**config.mk**
```make
export PLATFORM = sky130hd
export DESIGN_NAME = rms_cmp
export DESIGN_NICKNAME = d
export VERILOG_FILES = /design/src/rms_pkg.sv /design/src/rms_cmp.sv
export SDC_FILE = /design/constraint.sdc
export NUM_CORES = 1
export LEC_CHECK = 0
export BUFFER_PORTS_ARGS = -buffer_cell sky130_fd_sc_hd__buf_2
export CAP_MARGIN = 25
export CORE_ASPECT_RATIO = 1.5
export CORE_MARGIN = 4
export CORE_UTILIZATION = 50
export DETAILED_ROUTE_END_ITERATION = 6
export PLACE_DENSITY_LB_ADDON = 0.08
export SLEW_MARGIN = 5
export SYNTH_ARGS = -nofsm -noshare
export SYNTH_HDL_FRONTEND = slang
export SYNTH_SLANG_ARGS = --single-unit
```
**constraint.sdc**
```tcl
create_clock -name clk -period 16.9 [get_ports clk]
set_clock_uncertainty 0.1 [all_clocks]
set_input_delay 1.69 -clock clk [delete_from_list [all_inputs] [get_ports clk]]
set_output_delay 1.69 -clock clk [all_outputs]
set_load 0.01 [all_outputs]
```
**src/rms_pkg.sv**
```systemverilog
package rms_pkg;

	localparam int unsigned FIELD_W = 16;
	localparam int unsigned PROD_W  = 2 * FIELD_W;

	// One stored record, packed with the primary key in the top bits.
	typedef struct packed {
		logic [FIELD_W-1:0] points;
		logic [FIELD_W-1:0] scored;
		logic [FIELD_W-1:0] conceded;
		logic [FIELD_W-1:0] record_id;
	} record_t;

endpackage

```
**src/rms_cmp.sv**
```systemverilog
// Shared record comparator. The ratio cross-products are registered, so the
// heads must be held for one cycle before goes_first is valid.
module rms_cmp (
	input  logic             clk,
	input  rms_pkg::record_t head_l,
	input  rms_pkg::record_t head_r,
	output logic             goes_first
);
	import rms_pkg::*;

	logic [FIELD_W-1:0] den_l;
	logic [FIELD_W-1:0] den_r;
	logic [PROD_W-1:0]  prod_l_s1;
	logic [PROD_W-1:0]  prod_r_s1;

	// A conceded count of zero makes the ratio equal to the scored count.
	assign den_l = (head_l.conceded == '0) ? FIELD_W'(1) : head_l.conceded;
	assign den_r = (head_r.conceded == '0) ? FIELD_W'(1) : head_r.conceded;

	always_ff @(posedge clk) begin
		prod_l_s1 <= PROD_W'(head_l.scored) * PROD_W'(den_r);
		prod_r_s1 <= PROD_W'(head_r.scored) * PROD_W'(den_l);
	end

	always_comb begin
		if (head_l.points != head_r.points) begin
			goes_first = head_l.points > head_r.points;
		end else if (prod_l_s1 != prod_r_s1) begin
			goes_first = prod_l_s1 > prod_r_s1;
		end else if (head_l.scored != head_r.scored) begin
			goes_first = head_l.scored > head_r.scored;
		end else begin
			goes_first = head_l.record_id <= head_r.record_id;
		end
	end

endmodule

```
==> impl_metrics.py <==
metrics = {
    "setup_path": {
        "required_ns": 17.02,
        "end_kind": "flip-flop",
        "path_cells": "buf_2, and2_1, fa_1, inv_1, fa_1, fa_1, inv_1, fa_1, fa_1, inv_1, fa_1, inv_1, ha_1, a21o_1, a21o_1, a21o_1, a22oi_1, o2111ai_1, a31oi_1, o21ai_1, a21oi_1, xnor2_1",
        "critPathSlowestCell": "fa_1",
        "crit_type": "in2reg",
        "arrival_ns": 7.66,
        "critPathLaunchType": "input pin",
        "worst-path-buf-inv": 5,
        "crit_fanout": 17,
        "worstSetupStartpoint": "head_l[40]",
        "crit_path_max_incr_delay_ns": 0.55,
        "cpMostUsedCell": "fa_1",
        "cp_top_family": "adder cells",
    },
    "flow_run": {
        "max_cap_violations": 0,
    },
    "drt": {
        "drc": 0,
        "wl_microns": 50350,
        "vias_per_cell": 5.277,
        "vias": 15076,
        "postRouteAntennaNets": 0,
        "first_pass_iters": 5,
        "drt-wirelength-per-cell_microns": 17.62,
        "first_iter_violations": 551,
    },
    "clock_network": {
        "clockBufferDepth": 2,
        "cts_resized": 0,
        "cts.sinks": 64,
        "ctsHtreeMaxLevel": 3,
        "clk_pin_slew_ns": 0.05,
        "post_cts_buffers": 0,
        "cts_tree": "built",
        "ctsHoldBuffers": 0,
        "cts_made_buffers": 9,
        "clockRootBuffer": "clkbuf_16",
    },
    "global_routing": {
        "antenna_found_initial": 0,
        "grt_max_degree": 18,
        "first_global_vias": 16789,
        "grt_first_pass_wirelength_microns": 83390,
        "grt_usage_pct": 24.02,
        "overflow": 0,
    },
    "timing": {
        "rsz0062_at_grt": "no",
        "fmax_mhz": 132.7,
        "finalCritPeriodShare_pct": 44.60,
        "setup_tns_ns": 0,
        "relSlewSlack_pct": 39.21,
        "tightest_slew_ns": 0.9000,
        "period_needed_ns": 7.538,
        "setup_viol": 0,
        "drv_slew": 0,
        "finalHoldViolCount": 0,
    },
    "die": {
        "initial_core_util_pct": 50.96,
        "core_sq_mm": 0.03964,
        "ios": 130,
        "die_y_microns": 254.2,
        "die_w_microns": 172.1,
        "die-area_sq_mm": 0.04375,
        "row_count": 89,
    },
    "synth": {
        "synth_compound_area_share_pct": 7.581,
        "yosysTopAreaCellShare_pct": 38.45,
        "synth_mux_area_share_pct": 0,
        "async_flop_share_pct": 0,
        "ys_warn_count": 0,
        "yosysSeqAreaShare_pct": 6.342,
        "netlist_top_cells_area": "fa_1, ha_1, inv_1, and2_1, dfxtp_1",
        "synthesis.nets": 3094,
        "synth_top_family_by_area": "adder cells",
        "synth_simple_gate_area_share_pct": 16.12,
        "ys_types": 54,
        "synth_cells": 2289,
        "synth_xor_area_share_pct": 2.471,
        "synth_edf_count": 0,
        "synthAdderAreaFrac_pct": 56.29,
        "syn_area_sq_mm": 0.02020,
        "synth.avg_cell_area_sq_um": 8.826,
        "synth_seq_cells": 64,
        "synth_ff_type": "dfxtp_1",
        "yosys.area.top_type": "fa_1",
    },
    "run_status": {
        "run_status": "completed",
    },
    "layout": {
        "fin_nets": 3158,
        "final_util_pct": 54.11,
        "syn2layout_area_growth_pct": 6.187,
        "finalInstanceArea_sq_mm": 0.02145,
        "final_common_cell": "inv_1",
        "layout_common_cells": "inv_1, fa_1, nand2_1, ha_1, and2_1",
        "drive_gt1_share_pct": 6.619,
        "antennaDiodeCount": 0,
    },
    "place": {
        "gp_congestion": 0.8515,
        "numPortBuffers": 129,
        "hpwl_microns": 42130,
        "dpl_cell_area_sq_mm": 0.02119,
    },
    "hold_path": {
        "hold_path_class": "in2reg",
        "hp-start": "head_r[32]",
    },
}
-- through the flow --
stage                     hold slack [ns]  std cells  setup slack [ns]
after floorplan                     1.712       2289             9.240
after global placement              2.063       2842             9.016
after detailed placement            2.080       2842             9.012
after CTS                           1.719       2857             9.317
after global routing                1.716       2857             9.015
final                               1.727       2857             9.362
-- routing by layer --
metal,up-vias,wire [microns],track usage [%]
li1,7082,-,-
met1,7630,20270,29.28
met2,291,27350,45.35
met3,73,1404,1.318
met4,0,1319,7.146
met5,-,0,0
-- worst paths after layout --
kind / depth (start not counted) / slack, ns / endpoint
hold / removal: 2 / 1.73 / prod_r_s1[0]
setup / recovery: 22 / 9.36 / prod_l_s1[31]
-- cell families (layout without fill, tap and decap cells) --
group	count (synthesis)	in the layout
xor gates and xnor gates	57	57
AOI/OAI and AO/OA	226	226
adders and majority gates	676	676
and+or+nand+nor	663	663
DFF	64	64
buffers and inverters	603	671
-- cells in the mapped netlist (2+ instances only) --
cell type,number
and2_1,231
o21ai_0,33
a21o_1,51
nand2_1,302
o21bai_1,8
dfxtp_1,64
inv_1,527
o31a_1,3
xor2_1,15
nor3_1,14
nand2b_1,7
o21ai_2,2
nand4_1,19
nor2_1,45
o211ai_1,6
a2111oi_4,2
a21oi_2,2
a21oi_1,70
a211oi_1,3
ha_1,288
xnor2_1,42
o21ai_1,4
a221oi_1,2
clkbuf_1,76
nand3_1,15
o21a_1,15
o2111ai_1,2
nor2b_1,11
and3_1,5
a41o_1,2
fa_1,388
or3_1,2
a31oi_1,6
nor4_1,7
-- layout make-up --
class / count / area, sq um
repair buffers: 129 / 645.6
inverters: 527 / 1978
clock buffers: 10 / 229.0
well taps: 500 / 625.6
clock inverters: 5 / 35.03
flip-flops and latches: 64 / 1281
multi-input cells: 1622 / 16660
fillers: 3745 / 18190
-- flip-flops by register name, indices dropped and copies added, names as in the netlist --
register,flops
prod_l_s1,32
prod_r_s1,32
Power is left out: the tool's default activity adds up to more than one toggle a clock period on the data nets, which glitch-free logic cannot reach.
